## src/rtl/crank_missing_tooth_decoder_defines.svh

```systemverilog
// ----------------------------------------------------------------------------
// Crank decoder assertion macros
// Concurrent check macros on clk and rst_n, empty when synthesizing.
// ----------------------------------------------------------------------------
`ifndef CRANK_MISSING_TOOTH_DECODER_DEFINES_SVH
`define CRANK_MISSING_TOOTH_DECODER_DEFINES_SVH

`ifndef SYNTHESIS
`define CMTD_ASSERT_IMPLIES(label, ante, cons) \
    label: assert property (@(posedge clk) disable iff (!rst_n) (ante) |-> (cons)) \
        else $error("check failed");
`define CMTD_ASSERT_NEXT(label, ante, cons) \
    label: assert property (@(posedge clk) disable iff (!rst_n) (ante) |=> (cons)) \
        else $error("check failed");
`else
`define CMTD_ASSERT_IMPLIES(label, ante, cons)
`define CMTD_ASSERT_NEXT(label, ante, cons)
`endif

`endif

```

## src/rtl/cmtd_pkg.sv

```systemverilog
// ----------------------------------------------------------------------------
// cmtd_pkg
// Widths, register indexes, constants and types of the crank decoder.
// ----------------------------------------------------------------------------
package cmtd_pkg;

    localparam int TICK_W   = 16;
    localparam int CLK_W    = 27;
    localparam int TEETH_W  = 8;
    localparam int ANGLE_W  = 16;
    localparam int RPM_W    = 32;
    localparam int NUM_W    = 33;
    localparam int DEN_W    = 24;
    localparam int ITER_W   = 6;
    localparam int PITCH_W  = 15;
    localparam int CFG_IDX_W = 2;

    localparam logic [CFG_IDX_W-1:0] REG_TIMER_CLOCK = 2'd0;
    localparam logic [CFG_IDX_W-1:0] REG_TEETH       = 2'd1;
    localparam logic [CFG_IDX_W-1:0] REG_SYNC_ANGLE  = 2'd2;

    localparam logic [CLK_W-1:0]   TIMER_CLOCK_RST = 27'd1000000;
    localparam logic [TEETH_W-1:0] TEETH_RST       = 8'd36;
    localparam logic [ANGLE_W-1:0] SYNC_ANGLE_RST  = 16'd17280;

    // 360 deg in 1/64 deg, left aligned in the dividend
    localparam logic [NUM_W-1:0]  PITCH_NUMER = NUM_W'(23040) << (NUM_W - PITCH_W);
    localparam logic [ITER_W-1:0] PITCH_ITERS = ITER_W'(PITCH_W);
    localparam logic [ITER_W-1:0] RPM_ITERS   = ITER_W'(NUM_W);
    localparam logic [NUM_W-1:0]  RPM_SCALE   = NUM_W'(60);
    localparam logic [ANGLE_W:0]  ANGLE_WRAP  = 17'd46080;
    localparam logic [RPM_W-1:0]  RPM_SAT     = '1;

    typedef enum logic [2:0] {
        S_IDLE,
        S_MUL,
        S_PITCH_GO,
        S_PITCH_WAIT,
        S_RPM_GO,
        S_RPM_WAIT,
        S_FINISH
    } cmtd_state_t;

    typedef struct packed {
        logic              start;
        logic [NUM_W-1:0]  numer;
        logic [DEN_W-1:0]  denom;
        logic [ITER_W-1:0] iters;
    } div_req_t;

    typedef struct packed {
        logic             busy;
        logic             done;
        logic [NUM_W-1:0] quotient;
    } div_rsp_t;

endpackage

```

## src/rtl/cmtd_div.sv

```systemverilog
// ----------------------------------------------------------------------------
// cmtd_div
// Restoring divider, one quotient bit per cycle, left aligned dividend.
// ----------------------------------------------------------------------------
module cmtd_div
    import cmtd_pkg::*;
(
    input  logic     clk,
    input  logic     rst_n,
    input  div_req_t req,
    output div_rsp_t rsp
);

    logic              busy_reg;
    logic              done_reg;
    logic [ITER_W-1:0] cnt_reg;
    logic [DEN_W-1:0]  rem_reg;
    logic [DEN_W-1:0]  den_reg;
    logic [NUM_W-1:0]  quo_reg;
    logic [DEN_W+1:0]  diff;

    assign diff = {1'b0, rem_reg, quo_reg[NUM_W-1]} - {2'b00, den_reg};

    always_ff @(posedge clk or negedge rst_n)
    begin
        if (!rst_n)
        begin
            busy_reg <= 1'b0;
            done_reg <= 1'b0;
            cnt_reg  <= '0;
        end
        else
        begin
            done_reg <= 1'b0;
            if (req.start)
            begin
                busy_reg <= 1'b1;
                cnt_reg  <= req.iters;
            end
            else if (busy_reg)
            begin
                cnt_reg <= cnt_reg - 1'b1;
                if (cnt_reg == ITER_W'(1))
                begin
                    busy_reg <= 1'b0;
                    done_reg <= 1'b1;
                end
            end
        end
    end

    always_ff @(posedge clk)
    begin
        if (req.start)
        begin
            rem_reg <= '0;
            den_reg <= req.denom;
            quo_reg <= req.numer;
        end
        else if (busy_reg)
        begin
            if (!diff[DEN_W+1])
            begin
                rem_reg <= diff[DEN_W-1:0];
                quo_reg <= {quo_reg[NUM_W-2:0], 1'b1};
            end
            else
            begin
                rem_reg <= {rem_reg[DEN_W-2:0], quo_reg[NUM_W-1]};
                quo_reg <= {quo_reg[NUM_W-2:0], 1'b0};
            end
        end
    end

    assign rsp.busy     = busy_reg;
    assign rsp.done     = done_reg;
    assign rsp.quotient = quo_reg;

endmodule

```

## src/rtl/crank_missing_tooth_decoder.sv

```systemverilog
// ----------------------------------------------------------------------------
// crank_missing_tooth_decoder
// Missing tooth crank decoder: tooth interval, sync, rpm, angle, tooth count.
// A word goes MUL, pitch division, rpm division, FINISH; a zero interval skips the rpm
// division, a stored-only word goes to FINISH. The shared divider (15 + 33 bit steps)
// serves one word at a time; IDLE takes a new one while the last result still waits.
// Reset: async active low; state clears, registers take their default values.
// ----------------------------------------------------------------------------
`include "crank_missing_tooth_decoder_defines.svh"

module crank_missing_tooth_decoder
    import cmtd_pkg::*;
(
    input  logic                 clk,
    input  logic                 rst_n,
    input  logic                 cfg_we,
    input  logic [CFG_IDX_W-1:0] cfg_index,
    input  logic [CLK_W-1:0]     cfg_data,
    input  logic                 in_valid,
    output logic                 in_stall,
    input  logic [TICK_W-1:0]    capture_tick,
    output logic                 out_valid,
    input  logic                 out_stall,
    output logic                 event_valid,
    output logic                 synced,
    output logic [RPM_W-1:0]     rpm,
    output logic [ANGLE_W-1:0]   angle_q6,
    output logic [TICK_W-1:0]    tooth_count,
    output logic [TICK_W-1:0]    delta_ticks
);

    cmtd_state_t state_reg, state_next;

    logic [CLK_W-1:0]   timer_clock_reg;
    logic [TEETH_W-1:0] teeth_reg;
    logic [ANGLE_W-1:0] sync_angle_reg;

    logic [TICK_W-1:0]  prev_tick_reg;
    logic [TICK_W-1:0]  prev_delta_reg;
    logic               sync_flag_reg;
    logic [TICK_W-1:0]  teeth_seen_reg;
    logic [ANGLE_W-1:0] angle_acc_reg;
    logic [RPM_W-1:0]   rpm_held_reg;

    logic [TICK_W-1:0]  dt_reg;
    logic               skip_reg;
    logic               sync_hit_reg;
    logic [NUM_W-1:0]   num_reg;
    logic [DEN_W-1:0]   den_reg;
    logic [PITCH_W-1:0] pitch_reg;
    logic [NUM_W-1:0]   quo_reg;

    logic               out_valid_reg;
    logic               ev_reg;
    logic               synced_reg;
    logic [RPM_W-1:0]   rpm_reg;
    logic [ANGLE_W-1:0] angle_reg;
    logic [TICK_W-1:0]  tooth_reg;
    logic [TICK_W-1:0]  delta_reg;

    div_req_t div_req;
    div_rsp_t div_rsp;

    logic               in_take;
    logic               out_free;
    logic [TICK_W-1:0]  dt_now;
    logic [TICK_W+1:0]  dt_x2;
    logic [TICK_W+1:0]  pd_x3;
    logic [TEETH_W-1:0] teeth_eff;
    logic               sync_new;
    logic [ANGLE_W-1:0] angle_base;
    logic [TICK_W-1:0]  teeth_base;
    logic [ANGLE_W:0]   angle_sum;
    logic [ANGLE_W:0]   angle_wrapped;
    logic [RPM_W-1:0]   rpm_new;

    cmtd_div u_div (
        .clk   (clk),
        .rst_n (rst_n),
        .req   (div_req),
        .rsp   (div_rsp)
    );

    assign in_take   = in_valid && !in_stall;
    assign out_free  = !out_valid_reg || !out_stall;
    assign dt_now    = capture_tick - prev_tick_reg;
    assign dt_x2     = {1'b0, dt_now, 1'b0};
    assign pd_x3     = (TICK_W+2)'(prev_delta_reg) * (TICK_W+2)'(3);
    assign teeth_eff = (teeth_reg == '0) ? TEETH_W'(1) : teeth_reg;

    // end-of-word update
    assign sync_new      = sync_flag_reg || sync_hit_reg;
    assign angle_base    = sync_hit_reg ? sync_angle_reg : angle_acc_reg;
    assign teeth_base    = sync_hit_reg ? '0 : teeth_seen_reg;
    assign angle_sum     = {1'b0, angle_base} + (ANGLE_W+1)'(pitch_reg);
    assign angle_wrapped = (angle_sum >= ANGLE_WRAP) ? (angle_sum - ANGLE_WRAP) : angle_sum;
    assign rpm_new       = quo_reg[NUM_W-1] ? RPM_SAT : quo_reg[RPM_W-1:0];

    always_ff @(posedge clk or negedge rst_n)
    begin
        if (!rst_n)
            state_reg <= S_IDLE;
        else
            state_reg <= state_next;
    end

    always_comb
    begin
        state_next = state_reg;
        case (state_reg)
            S_IDLE:
            begin
                if (in_take)
                    state_next = (prev_tick_reg == '0) ? S_FINISH : S_MUL;
            end
            S_MUL:        state_next = S_PITCH_GO;
            S_PITCH_GO:   state_next = S_PITCH_WAIT;
            S_PITCH_WAIT:
            begin
                if (div_rsp.done)
                    state_next = (dt_reg == '0) ? S_FINISH : S_RPM_GO;
            end
            S_RPM_GO:     state_next = S_RPM_WAIT;
            S_RPM_WAIT:
            begin
                if (div_rsp.done)
                    state_next = S_FINISH;
            end
            S_FINISH:
            begin
                if (out_free)
                    state_next = S_IDLE;
            end
            default:      state_next = S_IDLE;
        endcase
    end

    always_comb
    begin
        in_stall      = 1'b1;
        div_req.start = 1'b0;
        div_req.numer = PITCH_NUMER;
        div_req.denom = DEN_W'(teeth_eff);
        div_req.iters = PITCH_ITERS;
        case (state_reg)
            S_IDLE:     in_stall = 1'b0;
            S_PITCH_GO: div_req.start = 1'b1;
            S_RPM_GO:
            begin
                div_req.start = 1'b1;
                div_req.numer = num_reg;
                div_req.denom = den_reg;
                div_req.iters = RPM_ITERS;
            end
            default:    in_stall = 1'b1;
        endcase
    end

    always_ff @(posedge clk or negedge rst_n)
    begin
        if (!rst_n)
        begin
            timer_clock_reg <= TIMER_CLOCK_RST;
            teeth_reg       <= TEETH_RST;
            sync_angle_reg  <= SYNC_ANGLE_RST;
        end
        else if (cfg_we)
        begin
            case (cfg_index)
                REG_TIMER_CLOCK: timer_clock_reg <= cfg_data;
                REG_TEETH:       teeth_reg       <= cfg_data[TEETH_W-1:0];
                REG_SYNC_ANGLE:  sync_angle_reg  <= cfg_data[ANGLE_W-1:0];
                default:         ;
            endcase
        end
    end

    always_ff @(posedge clk or negedge rst_n)
    begin
        if (!rst_n)
        begin
            prev_tick_reg  <= '0;
            prev_delta_reg <= '0;
            sync_flag_reg  <= 1'b0;
            teeth_seen_reg <= '0;
            angle_acc_reg  <= '0;
            rpm_held_reg   <= '0;
            out_valid_reg  <= 1'b0;
        end
        else
        begin
            if (in_take)
                prev_tick_reg <= capture_tick;
            if (!out_stall)
                out_valid_reg <= 1'b0;
            if (state_reg == S_FINISH && out_free)
            begin
                out_valid_reg <= 1'b1;
                if (!skip_reg)
                begin
                    prev_delta_reg <= dt_reg;
                    sync_flag_reg  <= sync_new;
                    if (dt_reg != '0)
                        rpm_held_reg <= rpm_new;
                    if (sync_new)
                    begin
                        angle_acc_reg  <= angle_wrapped[ANGLE_W-1:0];
                        teeth_seen_reg <= teeth_base + 1'b1;
                    end
                end
            end
        end
    end

    always_ff @(posedge clk)
    begin
        if (in_take)
        begin
            dt_reg       <= dt_now;
            skip_reg     <= (prev_tick_reg == '0);
            sync_hit_reg <= !sync_flag_reg && (prev_delta_reg != '0) && (dt_x2 > pd_x3);
        end
        if (state_reg == S_MUL)
        begin
            num_reg <= NUM_W'(timer_clock_reg) * RPM_SCALE;
            den_reg <= DEN_W'(dt_reg) * DEN_W'(teeth_eff);
        end
        if (state_reg == S_PITCH_WAIT && div_rsp.done)
            pitch_reg <= div_rsp.quotient[PITCH_W-1:0];
        if (state_reg == S_RPM_WAIT && div_rsp.done)
            quo_reg <= div_rsp.quotient;
        if (state_reg == S_FINISH && out_free)
        begin
            ev_reg <= !skip_reg;
            if (skip_reg)
            begin
                synced_reg <= sync_flag_reg;
                rpm_reg    <= rpm_held_reg;
                angle_reg  <= angle_acc_reg;
                tooth_reg  <= teeth_seen_reg;
                delta_reg  <= '0;
            end
            else
            begin
                synced_reg <= sync_new;
                rpm_reg    <= (dt_reg != '0) ? rpm_new : rpm_held_reg;
                angle_reg  <= sync_new ? angle_wrapped[ANGLE_W-1:0] : angle_acc_reg;
                tooth_reg  <= sync_new ? teeth_base + 1'b1 : teeth_seen_reg;
                delta_reg  <= dt_reg;
            end
        end
    end

    assign out_valid   = out_valid_reg;
    assign event_valid = ev_reg;
    assign synced      = synced_reg;
    assign rpm         = rpm_reg;
    assign angle_q6    = angle_reg;
    assign tooth_count = tooth_reg;
    assign delta_ticks = delta_reg;

    `CMTD_ASSERT_NEXT(a_sync_sticky, sync_flag_reg, sync_flag_reg)
    `CMTD_ASSERT_IMPLIES(a_div_owner, div_rsp.busy, (state_reg == S_PITCH_WAIT || state_reg == S_RPM_WAIT))
    `CMTD_ASSERT_NEXT(a_one_word, in_valid && !in_stall, in_stall)

endmodule

```

## config.mk

```make
export PLATFORM = sky130hd
export DESIGN_NAME = crank_missing_tooth_decoder
export DESIGN_NICKNAME = d
export VERILOG_FILES = /design/src/rtl/cmtd_pkg.sv /design/src/rtl/cmtd_div.sv /design/src/rtl/crank_missing_tooth_decoder.sv
export VERILOG_INCLUDE_DIRS = /design/src /design/src/rtl
export SDC_FILE = /design/constraint.sdc
export NUM_CORES = 1
export LEC_CHECK = 0
export BUFFER_PORTS_ARGS = -buffer_cell sky130_fd_sc_hd__buf_2
export CORE_MARGIN = 4
export CORE_UTILIZATION = 35
export CTS_CLUSTER_SIZE = 40
export DETAILED_ROUTE_END_ITERATION = 8
export SLEW_MARGIN = 20
export SYNTH_ARGS = -nofsm -noshare
export SYNTH_HDL_FRONTEND = slang
export SYNTH_SLANG_ARGS = --single-unit
export TNS_END_PERCENT = 100
```

## constraint.sdc

```tcl
create_clock -name clk -period 10.5 [get_ports clk]
set_input_delay 2.1 -clock clk [delete_from_list [all_inputs] [get_ports clk]]
set_output_delay 2.1 -clock clk [all_outputs]
set_load 0.02 [all_outputs]
```

# --- Yosys cells after proc, flatten, opt, wreduce, memory -nomap -nowiden ---
# Index checks and enable logic that the tools add are counted.
word_totals:
  reg_bits: 444
  inputBits: 50
  out_inout_bits: 84
  elab_cells: 119
op_classes:
  addsub: 6
  mul: 3
  magnitude_cmp: 2
  eq_ne: 14
  n_mux: 36
  bitwise_logic: 1
  n_reduce_logical: 26
op_table:
  columns: ["op", "n"]
  rows:
  - ["16-bit 2-to-1 mux", 7]
  - ["32-bit 2-to-1 mux", 3]
  - ["33-bit 2-to-1 mux", 2]
  - ["63-bit 2-to-1 mux", 1]
  - ["16-bit zero test", 2]
  - ["16-bit nonzero test", 2]
  - ["27-bit by 4-bit multiplier with 31-bit output, second input constant", 1]
  - ["25-bit by 24-bit subtractor with 26-bit output", 1]
  - ["16-bit by 8-bit multiplier with 24-bit output", 1]
  - ["24-bit 2-to-1 mux", 1]
  - ["3-bit case mux with 7 select lines", 1]
  - ["17-bit by 18-bit greater-than comparator with 1-bit output", 1]
  - ["16-bit by 2-bit multiplier with 18-bit output, second input constant", 1]
  - ["16-bit by 15-bit adder with 17-bit output", 1]
  - ["17-bit by 16-bit >= comparator with 1-bit output, second input constant", 1]
  - ["16-bit by 1-bit adder with 16-bit output, second input constant", 1]
  - ["16-bit subtractor", 1]
  - ["16-bit subtractor, second input constant", 1]
  - ["3-bit 2-to-1 mux", 5]
  - ["1-bit 2-to-1 mux", 12]
  - ["6-bit 2-to-1 mux", 2]
  - ["3-bit equality test, second input constant", 3]
  - ["8-bit zero test", 1]
  - ["8-bit 2-to-1 mux", 1]
  - ["other kinds (19)", 35]

# --- Longest topological paths before layout ---
# Gate-level depths: netlist of the first run.
logic_depth:
  depth_word: 6
  ltp_mapped: 22
  ltp_nobuf: 22

# --- Cells and area by module ---
# Synthesis of the first run repeated with hierarchy kept, for this count alone.
hier_totals:
  hier_cells: 2545
  hier_area_um2: 27845.5
modules_own_cells:
  columns: ["module", "n_inst", "cells_per_inst", "area_per_inst_um2", "seq_area_each_um2"]
  rows:
  - ["crank_missing_tooth_decoder", 1, 2076, 22923.2, 9915.8]
  - ["cmtd_div", 1, 469, 4922.2, 2392.3]

# --- Worst setup path before layout of the first run ---
# Ideal clock, no wire load.
synth_timing:
  path_kind: "input-to-reg"
  start: "input capture_tick[0]"
  end: "register sync_hit_reg (data pin)"
  setup_ns: 0.262
  arrival_ns: 5.796
  required_time_ns: 10.238
  setup_slack_ns: 4.442
  stages: 20
  n_path_buf: 0
  path_cell_list: "inv_1 ha_1 inv_1 fa_1 a21o_1 a21oi_1 o21bai_1 a21oi_1 nor2b_1 o21a_1 o31a_1 or4_1 a31o_2 a21oi_1 xnor2_1 ha_1 nand4_1 or4_1 o21ai_0 a211oi_1"
synth_between:
  elab_chain_len: 3
synth_lines:
  columns: ["element", "line_no", "rtl"]
  rows:
  - ["start: declaration", "crank_missing_tooth_decoder.sv:21", "input logic [TICK_W-1:0] capture_tick,"]
  - ["16-bit subtractor", "crank_missing_tooth_decoder.sv:86", "assign dt_now = capture_tick - prev_tick_reg;"]
  - ["net dt_now[14]", "crank_missing_tooth_decoder.sv:66", "logic [TICK_W-1:0] dt_now;"]
  - ["17-bit by 18-bit greater-than comparator with 1-bit output", "crank_missing_tooth_decoder.sv:221", "sync_hit_reg <= !sync_flag_reg && (prev_delta_reg != '0) && (dt_x2 > pd_x3);"]
  - ["1-bit logical AND", "crank_missing_tooth_decoder.sv:221", null]
  - ["end signal: assignment", "crank_missing_tooth_decoder.sv:221", null]
  - ["end: declaration", "crank_missing_tooth_decoder.sv:47", "logic sync_hit_reg;"]
# The timed path passes the listed nets, and every way through them passes these cells.
# A chain may end at the register's enable or synchronous reset.

# --- Final worst setup path of the first run ---
layout_timing:
  start: "register teeth_reg[2]"
  end: "register den_reg[22] (data pin)"
layout_between:
  elab_chain_len: 3
layout_lines:
  columns: ["element", "line_no", "rtl"]
  rows:
  - ["start: declaration", "crank_missing_tooth_decoder.sv:35", "logic [TEETH_W-1:0] teeth_reg;"]
  - ["start signal: assignment", "crank_missing_tooth_decoder.sv:171", "REG_TEETH: teeth_reg <= cfg_data[TEETH_W-1:0];"]
  - ["8-bit zero test", "crank_missing_tooth_decoder.sv:89", "assign teeth_eff = (teeth_reg == '0) ? TEETH_W'(1) : teeth_reg;"]
  - ["8-bit 2-to-1 mux *", "crank_missing_tooth_decoder.sv:89", null]
  - ["16-bit by 8-bit multiplier with 24-bit output *", "crank_missing_tooth_decoder.sv:226", "den_reg <= DEN_W'(dt_reg) * DEN_W'(teeth_eff);"]
  - ["end signal: assignment", "crank_missing_tooth_decoder.sv:226", null]
  - ["end: declaration", "crank_missing_tooth_decoder.sv:49", "logic [DEN_W-1:0] den_reg;"]
# Mark *: on every way between the ends. The rest lies on a longest branch, timed or not.

==> results of run 1 <==
==> layout by cell type (no fill, tap or decap), types with 13 or more instances in the layout <==
master and n:
a22o_1 29, buf_4 20, dfrtp_1 147, dfxtp_1 24, nor3_1 22, clkbuf_1 13, nand2b_1 19, nor2b_1 56
o21ai_1 14, fa_1 139, clkbuf_16 49, buf_2 132, nor2_1 174, xnor2_1 77, nand3_1 26, edfxtp_1 260
and2_1 102, inv_1 180, nand2_1 243, o21bai_1 14, nand4_1 13, xor2_1 46, a21oi_1 157, dfstp_2 13
o21a_1 17, mux2_2 102, a21o_1 37, and3_1 26, ha_1 177, o21ai_0 117
==> per-layer routing <==
metal,vias to the layer above,share of wire,GRT usage
li1,8739,-,-
met1,8918,0.48,0.224
met2,434,0.43,0.231
met3,83,0.067,0.0304
met4,6,0.020,0.0389
met5,-,0.00065,0
==> per-stage QoR <==
| stage | area [µm²] | cells | hold slack [ns] | worst slack, ns | util |
|---|---|---|---|---|---|
| 6_report | 30500 | 3650 | 0.457 | 4.40 | 0.400 |
| 5_1_grt | 30500 | 3648 | 0.479 | 3.89 | 0.400 |
| 4_1_cts | 30500 | 3645 | 0.460 | 4.40 | 0.399 |
| 3_5_place_dp | 28900 | 3553 | 0.448 | 4.01 | 0.379 |
| 3_3_place_gp | 28900 | 3553 | 0.450 | 4.04 | 0.379 |
| 2_1_floorplan | 27100 | 2462 | 0.427 | 4.44 | - |
==> logic make-up after synthesis <==
kind of cell,after synthesis
xor gates and xnor gates,123
muxes,109
buffers and inverters,275
and+or+nand+nor,732
AOI/OAI and AO/OA,463
adders and majority gates,316
DFF,444
==> area by class of cell <==
type,instances,area share
sequential,444,0.404
timing repair buffer,153,0.0269
antenna,5,0.000410
multi-input combinational,1743,0.452
clock buffer,65,0.0432
inverter,183,0.0227
tap,1030,0.0422
clock inverter,27,0.00894
==> final timing paths <==
kind | to | cells past startpoint
worst max-delay path | den_reg[22]$_DFFE_PP_ | 20
worst min-delay path | quo_reg[20]$_DFFE_PP_ | 0
worst max register to register | den_reg[22]$_DFFE_PP_ | 20
worst min register to register | quo_reg[20]$_DFFE_PP_ | 0
max in group asynchronous | prev_tick_reg[6]$_DFFE_PN0P_ | 2
min in group asynchronous | rpm_held_reg[21]$_DFFE_PN0P_ | 1
==> metrics.txt, run 1 <==
hold bufs inserted after CTS=0; proportion of layout cells with a drive suffix above 1=0.145; worst-margin pin slew=roughly 1.1 ns; YS warnings=0; Die Y=roughly 290 µm; Startpoint Class=flop; DP Wirelength=approximately 47 mm; die width=286 µm; status=finished clean; Hold WC Path Type=flop to flop; Starting Density=0.355; worst r2r src=teeth_reg[2]$_DFFE_PN1P_; crit path kind=flop to flop; fin. max-slew vios=0; aggregate global-route resource usage=0.152; share of the synthesized area in the top cell type=0.288; maximum capacitance violations=0; Peak Freq=roughly 0.16 GHz; post-synthesis compound-gate area fraction=0.108; cell family with most CP delay=compound AO/OA/AOI/OAI gates; GPL Wtd Cong=between 0.8 and 0.9; Die Area=a little over 80000 µm²; Worst Path Max Fanout=19; CTS tree=done; total number of vias=~18000; post-synthesis mux area share=0.0450; cell mode on critical path=fa_1; port buffer count=133; final setup vio count=0; Mapped Area=about 27000 µm²; Syn Area/Cell=roughly 11 µm²; H-tree depth=2; Netlist cell types=just under 90; Detail Route Antenna Nets=0; post-cts resize count=0; async set or reset register ratio after synthesis=0.360; worst rel slew slack=0.278; clk buf depth=3; Routed WL=63.1 mm; Synth Area in Adders=0.184; Setup TNS=0 ns; vias per std cell=4.98; global-route wire length before repair=between 100 and 150 mm; Synth Instances=2462; sequential area share after synthesis=0.454; vias in the first global route=18200; Final nets=2940; Hold Path Origin=u_div.quo_reg[20]$_DFFE_PP_; register area=roughly 12000 µm²; number of CTS-inserted buffers=just under 50; r2r setup slk=approximately 4.4 ns; required time of the critical path=10.84 ns; DR DRC count=0; Syn-to-layout area delta=12.5%; register bit total from synthesis=444; area leader, netlist=edfxtp_1; XOR/XNOR Fraction of Synth Area=0.0397; largest family of logic cells by synthesized area=adder cells; # IOs=134; minimum clock period=slightly above 6 ns; multi-input logic area=~14000 µm²; Final Hold Viols=0; post-CTS setup buffer count=0; num rows=about 100; Critical path buffers and inverters=2; clk root buf=clkbuf_16; Post-synth EDFFs=260; Worst Skew=between 0.02 and 0.03 ns; total congestion overflow=0; worst skew pair latency=slightly above 0.6 ns; crit-path cells=nor4_1, a21oi_2, nor2b_1, fa_1, fa_1, inv_1, fa_1, inv_1, ha_1, and3_1, a221oi_1, nand2_1, a21o_1, a21oi_1, o21ai_1, o31a_1, nor2_1, o21ai_1, o41ai_1, xnor2_1; CP Capture Type=flop; Synth Area in Simple Gates=0.130; Post-Syn Nets=between 2000 and 3000; Critical Path Max Stage Delay=a little over 0.7 ns; Main synth FF type=edfxtp_1; top cells by area, synth=edfxtp_1 29%, dfrtp_1 14%, fa_1 10%; Fillers=roughly 7300; DR WL/cell=17.3 µm; count leader, synth=edfxtp_1; worst path arrival time=roughly 6.4 ns; RSZ-0062 raised after global routing=no; period utilization=0.581; CP Launch Point=teeth_reg[2]$_DFFE_PN1P_; pin count of the biggest net entering global routing=roughly 100; drt initial violations=about 1100; most frequent cells after synthesis=260 x edfxtp_1, 243 x nand2_1, 180 x inv_1, 177 x ha_1, 176 x nor2_1; CP max stage cell=dfstp_2; clk sinks=roughly 440; initial antenna violation count=9; drt pass-1 iters=5; clk slew on worst S/H paths=about 0.060 ns; CORE AREA=76300 µm²
Power of run 1 is left out: the tool's default activity adds up to more than one toggle a clock period on the data nets, which glitch-free logic cannot reach.
==> run 2, diff against run 1 <==
==> constraint.sdc (replaced) <==
create_clock -name clk -period 5.6 [get_ports clk]
set_input_delay 1.12 -clock clk [delete_from_list [all_inputs] [get_ports clk]]
set_output_delay 1.12 -clock clk [all_outputs]
set_load 0.02 [all_outputs]
==> run 2 against run 1 <==
Effect of this change:
- clock-buffer cell count decreased by 1
- setup slack got worse by 4.2 ns
- critical path depth unchanged
- via count increased by 0.79%
- final area increased by 1.3%
- routed wire length about the same
- register-to-register slack got worse by 4.2 ns
- maximum frequency increased by 13%
- global-route usage about the same
- highest routed layer unchanged
==> metrics.txt, run 2 (synthesis results as in run 1) <==
met1 usage=0.219 (-0.00420); worst path arrival time=5.72 ns (-0.72 ns); Final nets=2975 (+1.2%); Detail Route Antenna Nets=0 (unchanged); aggregate global-route resource usage=0.152 (about the same); Worst Path Max Fanout=6 (-13); final setup vio count=0 (unchanged); register area=12300 µm² (unchanged); Hold WC Path Type=flop to flop; GPL Wtd Cong=0.886 (+3.7%); Fillers=7296 (-0.69%); Startpoint Class=flop; die width=286 µm (unchanged); CORE AREA=76300 µm² (unchanged); GRT Max-Usage Layer=met2; total number of vias=18300 (+0.79%); post-route design area=30900 µm² (+1.3%); routing usage on met3=0.0344 (+0.00397); required time of the critical path=5.93 ns (-4.91 ns); drt initial violations=1254 (+12%); minimum clock period=5.39 ns (-0.710 ns); drt pass-1 iters=5 (unchanged); GR Util met2=0.234 (+0.00229); vias in the first global route=18500 (+1.4%); crit path kind=flop to flop; worst skew pair latency=0.60 ns (about the same); CP max stage cell=fa_1; total congestion overflow=0 (unchanged); DR DRC count=0 (unchanged); CP Capture Type=flop; Starting Density=0.355 (unchanged); Critical Path Max Stage Delay=0.55 ns (-0.17 ns); worst rel slew slack=0.290 (+0.0123); initial antenna violation count=10 (+1); H-tree depth=2 (unchanged); crit-path cells=buf_4, and2_1, fa_1, fa_1, fa_1, inv_1, fa_1, inv_1, ha_2, o21a_1, o21a_1, nor2_1, a31oi_2, a41oi_2, a211oi_2, a41oi_2, a21oi_2, a21o_1, a21oi_1, xnor2_1; clk buf depth=3 (unchanged); Peak Freq=0.185 GHz (+13%); CTS tree=done; DP Area=29100 µm² (+0.78%); pin count of the biggest net entering global routing=128 (+31%); Final Hold Viols=0 (unchanged); # IOs=134 (unchanged); Routed WL=63.1 mm (about the same); DP Wirelength=47.5 mm (+1.7%); proportion of layout cells with a drive suffix above 1=0.162 (+0.0169); port buffer count=133 (unchanged); period utilization=0.963 (+0.382); hold bufs inserted after CTS=0 (unchanged); Worst Skew=0.0227 ns (-0.00243 ns); global-route wire length before repair=101 mm (+0.56%); commonest non-fill, non-tap cell in the layout=edfxtp_1; vias per std cell=4.97 (-0.25%); multi-input logic area=13900 µm² (+0.46%); DR WL/cell=17.1 µm (-1.1%); Die Y=286 µm (unchanged); hold slack=0.461 ns (+0.00419 ns); status=finished clean; Die Area=82000 µm² (unchanged); clk root buf=clkbuf_16; RSZ-0062 raised after global routing=yes; most frequent cells in the layout=260 x edfxtp_1, 243 x nand2_1, 180 x inv_1; number of CTS-inserted buffers=50 (+2.0%); clk slew on worst S/H paths=0.06 ns (about the same); clk sinks=444 (unchanged); maximum capacitance violations=0 (unchanged); Syn-to-layout area delta=14.0%; fin. max-slew vios=0 (unchanged); worst-margin pin slew=1.06 ns (-0.0152 ns); cell mode on critical path=fa_1; num rows=101 (unchanged)
run 2: changes by cell type in the layout (fill, tap and decap cells not counted), moves of 2 or more:
| cell | delta |
|---|---|
| a21oi_1 | -2 |
| clkinv_1 | -2 |
| a41oi_2 | +2 |
| a211oi_1 | -2 |
| buf_4 | +30 |
| a21oi_2 | +2 |
| clkinv_4 | +2 |
| clkbuf_8 | -3 |
| clkbuf_16 | +2 |
| a41oi_1 | -2 |
| diode_2 | +2 |
| a211oi_2 | +2 |
run 2: metal layers:
layer	wire length, µm	up-vias
li1	-	8813
met1	30100	9018
met2	27500	405
met3	4060	83
met4	1380	4
met5	27	-
run 2: worst paths after layout:
path,start,to,slack (ns),depth (start not counted)
setup / recovery,dt_reg[2]$_DFFE_PP_,den_reg[23]$_DFFE_PP_,0.21,20
hold / removal,u_div.quo_reg[23]$_DFFE_PP_,quo_reg[23]$_DFFE_PP_,0.46,0
setup reg to reg,dt_reg[2]$_DFFE_PP_,den_reg[23]$_DFFE_PP_,0.21,20
hold reg to reg,u_div.quo_reg[23]$_DFFE_PP_,quo_reg[23]$_DFFE_PP_,0.46,0
max in group asynchronous,rst_n,prev_delta_reg[15]$_DFFE_PN0P_,4.07,2
min in group asynchronous,rst_n,rpm_held_reg[21]$_DFFE_PN0P_,0.49,1
run 2: cell type report:
class | count | share of cell area
antenna | 7 | 0.000567
clock buffer | 64 | 0.0429
clock inverter | 30 | 0.00960
inverter | 183 | 0.0224
multi-input combinational | 1743 | 0.448
sequential | 444 | 0.398
tap | 1030 | 0.0417
timing repair buffer | 187 | 0.0363
run 2: what timing repair did:
action	CTS	global route
setup buffers	1	4
endpoints found under the setup margin	1	6
cloned	0	0
pin swaps	0	2
gates resized for setup	1	14
run 2: stage by stage:
stage / TNS, ns / setup slack [ns] / cells / utilization
final: 0 / 0.208 / 3688 / 0.405
after global routing: -0.0625 / -0.0625 / 3684 / 0.405
after CTS: 0 / 0.0217 / 3676 / 0.403
after detailed placement: 0 / 0.0123 / 3581 / 0.382
after global placement: 0 / 0.0389 / 3580 / 0.381
after floorplan: 0 / 0.0474 / 2462 / -
run 2: worst max-delay path: cells and delay by family, from the launching register on:
family                     cells  cell delay, ns
DFF                            1            0.50
buffers and inverters          3            0.28
xor gates and xnor gates       1            0.12
adders and majority gates      5            2.45
and+or+nand+nor                2            0.22
AOI/OAI and AO/OA              9            1.55
Power of run 2 is left out for the same reason.
==> run 3, diff against run 2 <==
--- a/config.mk
+++ b/config.mk
@@ -7,10 +7,10 @@
 export NUM_CORES = 1
 export LEC_CHECK = 0
 export BUFFER_PORTS_ARGS = -buffer_cell sky130_fd_sc_hd__buf_2
-export CORE_MARGIN = 4
 export CORE_UTILIZATION = 35
 export CTS_CLUSTER_SIZE = 40
 export DETAILED_ROUTE_END_ITERATION = 8
+export HOLD_SLACK_MARGIN = 0.15
 export SLEW_MARGIN = 20
 export SYNTH_ARGS = -nofsm -noshare
 export SYNTH_HDL_FRONTEND = slang
==> run 3 against run 2 <==
Effect of this change:
- critical path depth up 1
- setup slack improved by 0.033 ns
- cell count fell by 0.27%
- die area fell by 4.1%
- clock-buffer cell count rose by 2
- final area is 0.13% higher
==> metrics.txt, run 3 (synthesis results as in run 1) <==
Starting Density=0.355 (unchanged); CTS tree=done; Detail Route Antenna Nets=0 (unchanged); worst-margin pin slew=0.950 ns (-0.114 ns); pin count of the biggest net entering global routing=110 (-14%); port buffer count=133 (unchanged); Final nets=2973 (-0.067%); Worst Skew=0.0182 ns (-0.00452 ns); r2r setup slk=0.24 ns (+0.03 ns); status=finished clean; CP Launch Point=dt_reg[3]$_DFFE_PP_; final setup vio count=0 (unchanged); minimum clock period=5.36 ns (-0.0334 ns); proportion of layout cells with a drive suffix above 1=0.161 (-0.000511); worst rel slew slack=0.366 (+0.0760); commonest non-fill, non-tap cell in the layout=edfxtp_1; Hold Path Origin=u_div.quo_reg[20]$_DFFE_PP_; clk root buf=clkbuf_16; most frequent cells in the layout=260 x edfxtp_1, 243 x nand2_1, 180 x inv_1; vias in the first global route=18300 (-0.82%); DR DRC count=0 (unchanged); Die Area=78600 µm² (-4.1%); hold bufs inserted after CTS=0 (unchanged); period utilization=0.957 (-0.00597); Peak Freq=0.187 GHz (+0.62%); # IOs=134 (unchanged); Worst Path Max Fanout=3 (-3); Final Hold Viols=0 (unchanged); RSZ-0062 raised after global routing=no; num rows=101 (unchanged); drt initial violations=869 (-31%); clk buf depth=3 (unchanged); drt pass-1 iters=5 (unchanged); H-tree depth=2 (unchanged); DP Wirelength=47.4 mm (-0.39%); global-route wire length before repair=101 mm (-0.31%); total congestion overflow=0 (unchanged); CP Capture Type=flop; Startpoint Class=flop; total number of vias=18400 (+0.22%); initial antenna violation count=8 (-2); Syn-to-layout area delta=14.1%; Hold WC Path Type=flop to flop; placed instance count=3584 (+0.084%); worst skew pair latency=0.60 ns (about the same); vias per std cell=4.99 (+0.50%); Routed WL=63.4 mm (+0.48%); crit path kind=flop to flop; DR WL/cell=17.2 µm (+0.75%); GPL Wtd Cong=0.898 (+1.4%); die width=280 µm (-2.1%); worst path arrival time=5.71 ns (about the same); Setup TNS=0 ns (unchanged); CORE AREA=76300 µm² (unchanged); fin cells=3678 (-0.27%); worst r2r src=dt_reg[3]$_DFFE_PP_; clk sinks=444 (unchanged); fin. max-slew vios=0 (unchanged); number of CTS-inserted buffers=48 (-4.0%); aggregate global-route resource usage=0.161 (+0.00892); clk slew on worst S/H paths=0.06 ns (about the same); Die Y=280 µm (-2.1%); maximum capacitance violations=0 (unchanged); required time of the critical path=5.95 ns (+0.02 ns)
[run 3: cell types whose count changed in the layout (fill, tap and decap cells not counted), moves of 2 or more]
cell / delta
buf_6: +2
clkinv_4: -4
clkinv_1: -3
bufinv_16: +6
diode_2: -6
clkbuf_16: -2
clkbuf_8: +4
clkinvlp_4: -4
[run 3: stage by stage]
step                      setup slack [ns]  area [µm²]  utilization  hold WS, ns
after global placement              0.0784       29100        0.382        0.443
after floorplan                     0.0474       27100            -        0.427
final                                0.241       30900        0.405        0.441
after CTS                           0.0127       30800        0.404        0.457
after detailed placement            0.0258       29100        0.382        0.447
after global routing                0.0165       30900        0.405        0.488
[run 3: path summary, 6_finish.rpt]
path | to | depth (start not counted)
setup / recovery | den_reg[22]$_DFFE_PP_ | 21
min in group asynchronous | angle_acc_reg[13]$_DFFE_PN0P_ | 1
hold reg to reg | quo_reg[20]$_DFFE_PP_ | 0
hold / removal | quo_reg[20]$_DFFE_PP_ | 0
setup reg to reg | den_reg[22]$_DFFE_PP_ | 21
max in group asynchronous | prev_tick_reg[7]$_DFFE_PN0P_ | 2
[run 3: repair_timing]
action                                  4_1_cts  5_1_grt
resized for setup                             0       12
setup buffers                                 0        2
endpoints found under the setup margin        0        2
[run 3: per-layer routing]
layer	track usage	part of all wire	vias to the layer above
met5	0	0.0010	-
met4	0.0447	0.021	10
met3	0.0239	0.045	107
met2	0.246	0.44	378
met1	0.237	0.50	9080
li1	-	-	8789
[run 3: cell type report]
class                   instances  area, µm²
clock inverters                24        375
flip-flops and latches        444      12300
fillers                      7326      45400
multi-input cells            1743      13800
well taps                    1030       1290
clock buffers                  66       1330
repair buffers                187       1100
inverters                     183        692
diodes                          1       2.50
[run 3: worst max-delay path, cell delays in order, from the launching register on]
cell      delay, ns
edfxtp_1       0.39
and2_1         0.20
fa_1           0.54
inv_1          0.05
fa_1           0.47
inv_1          0.06
fa_1           0.53
inv_1          0.05
fa_1           0.52
inv_1          0.04
ha_1           0.31
and3_1         0.20
a221oi_2       0.27
nand2_1        0.09
a21o_1         0.19
a21oi_1        0.19
o21ai_1        0.12
o31a_1         0.27
nor2_2         0.12
o21ai_1        0.12
o41ai_2        0.26
xnor2_1        0.10
Power of run 3 is left out for the same reason.
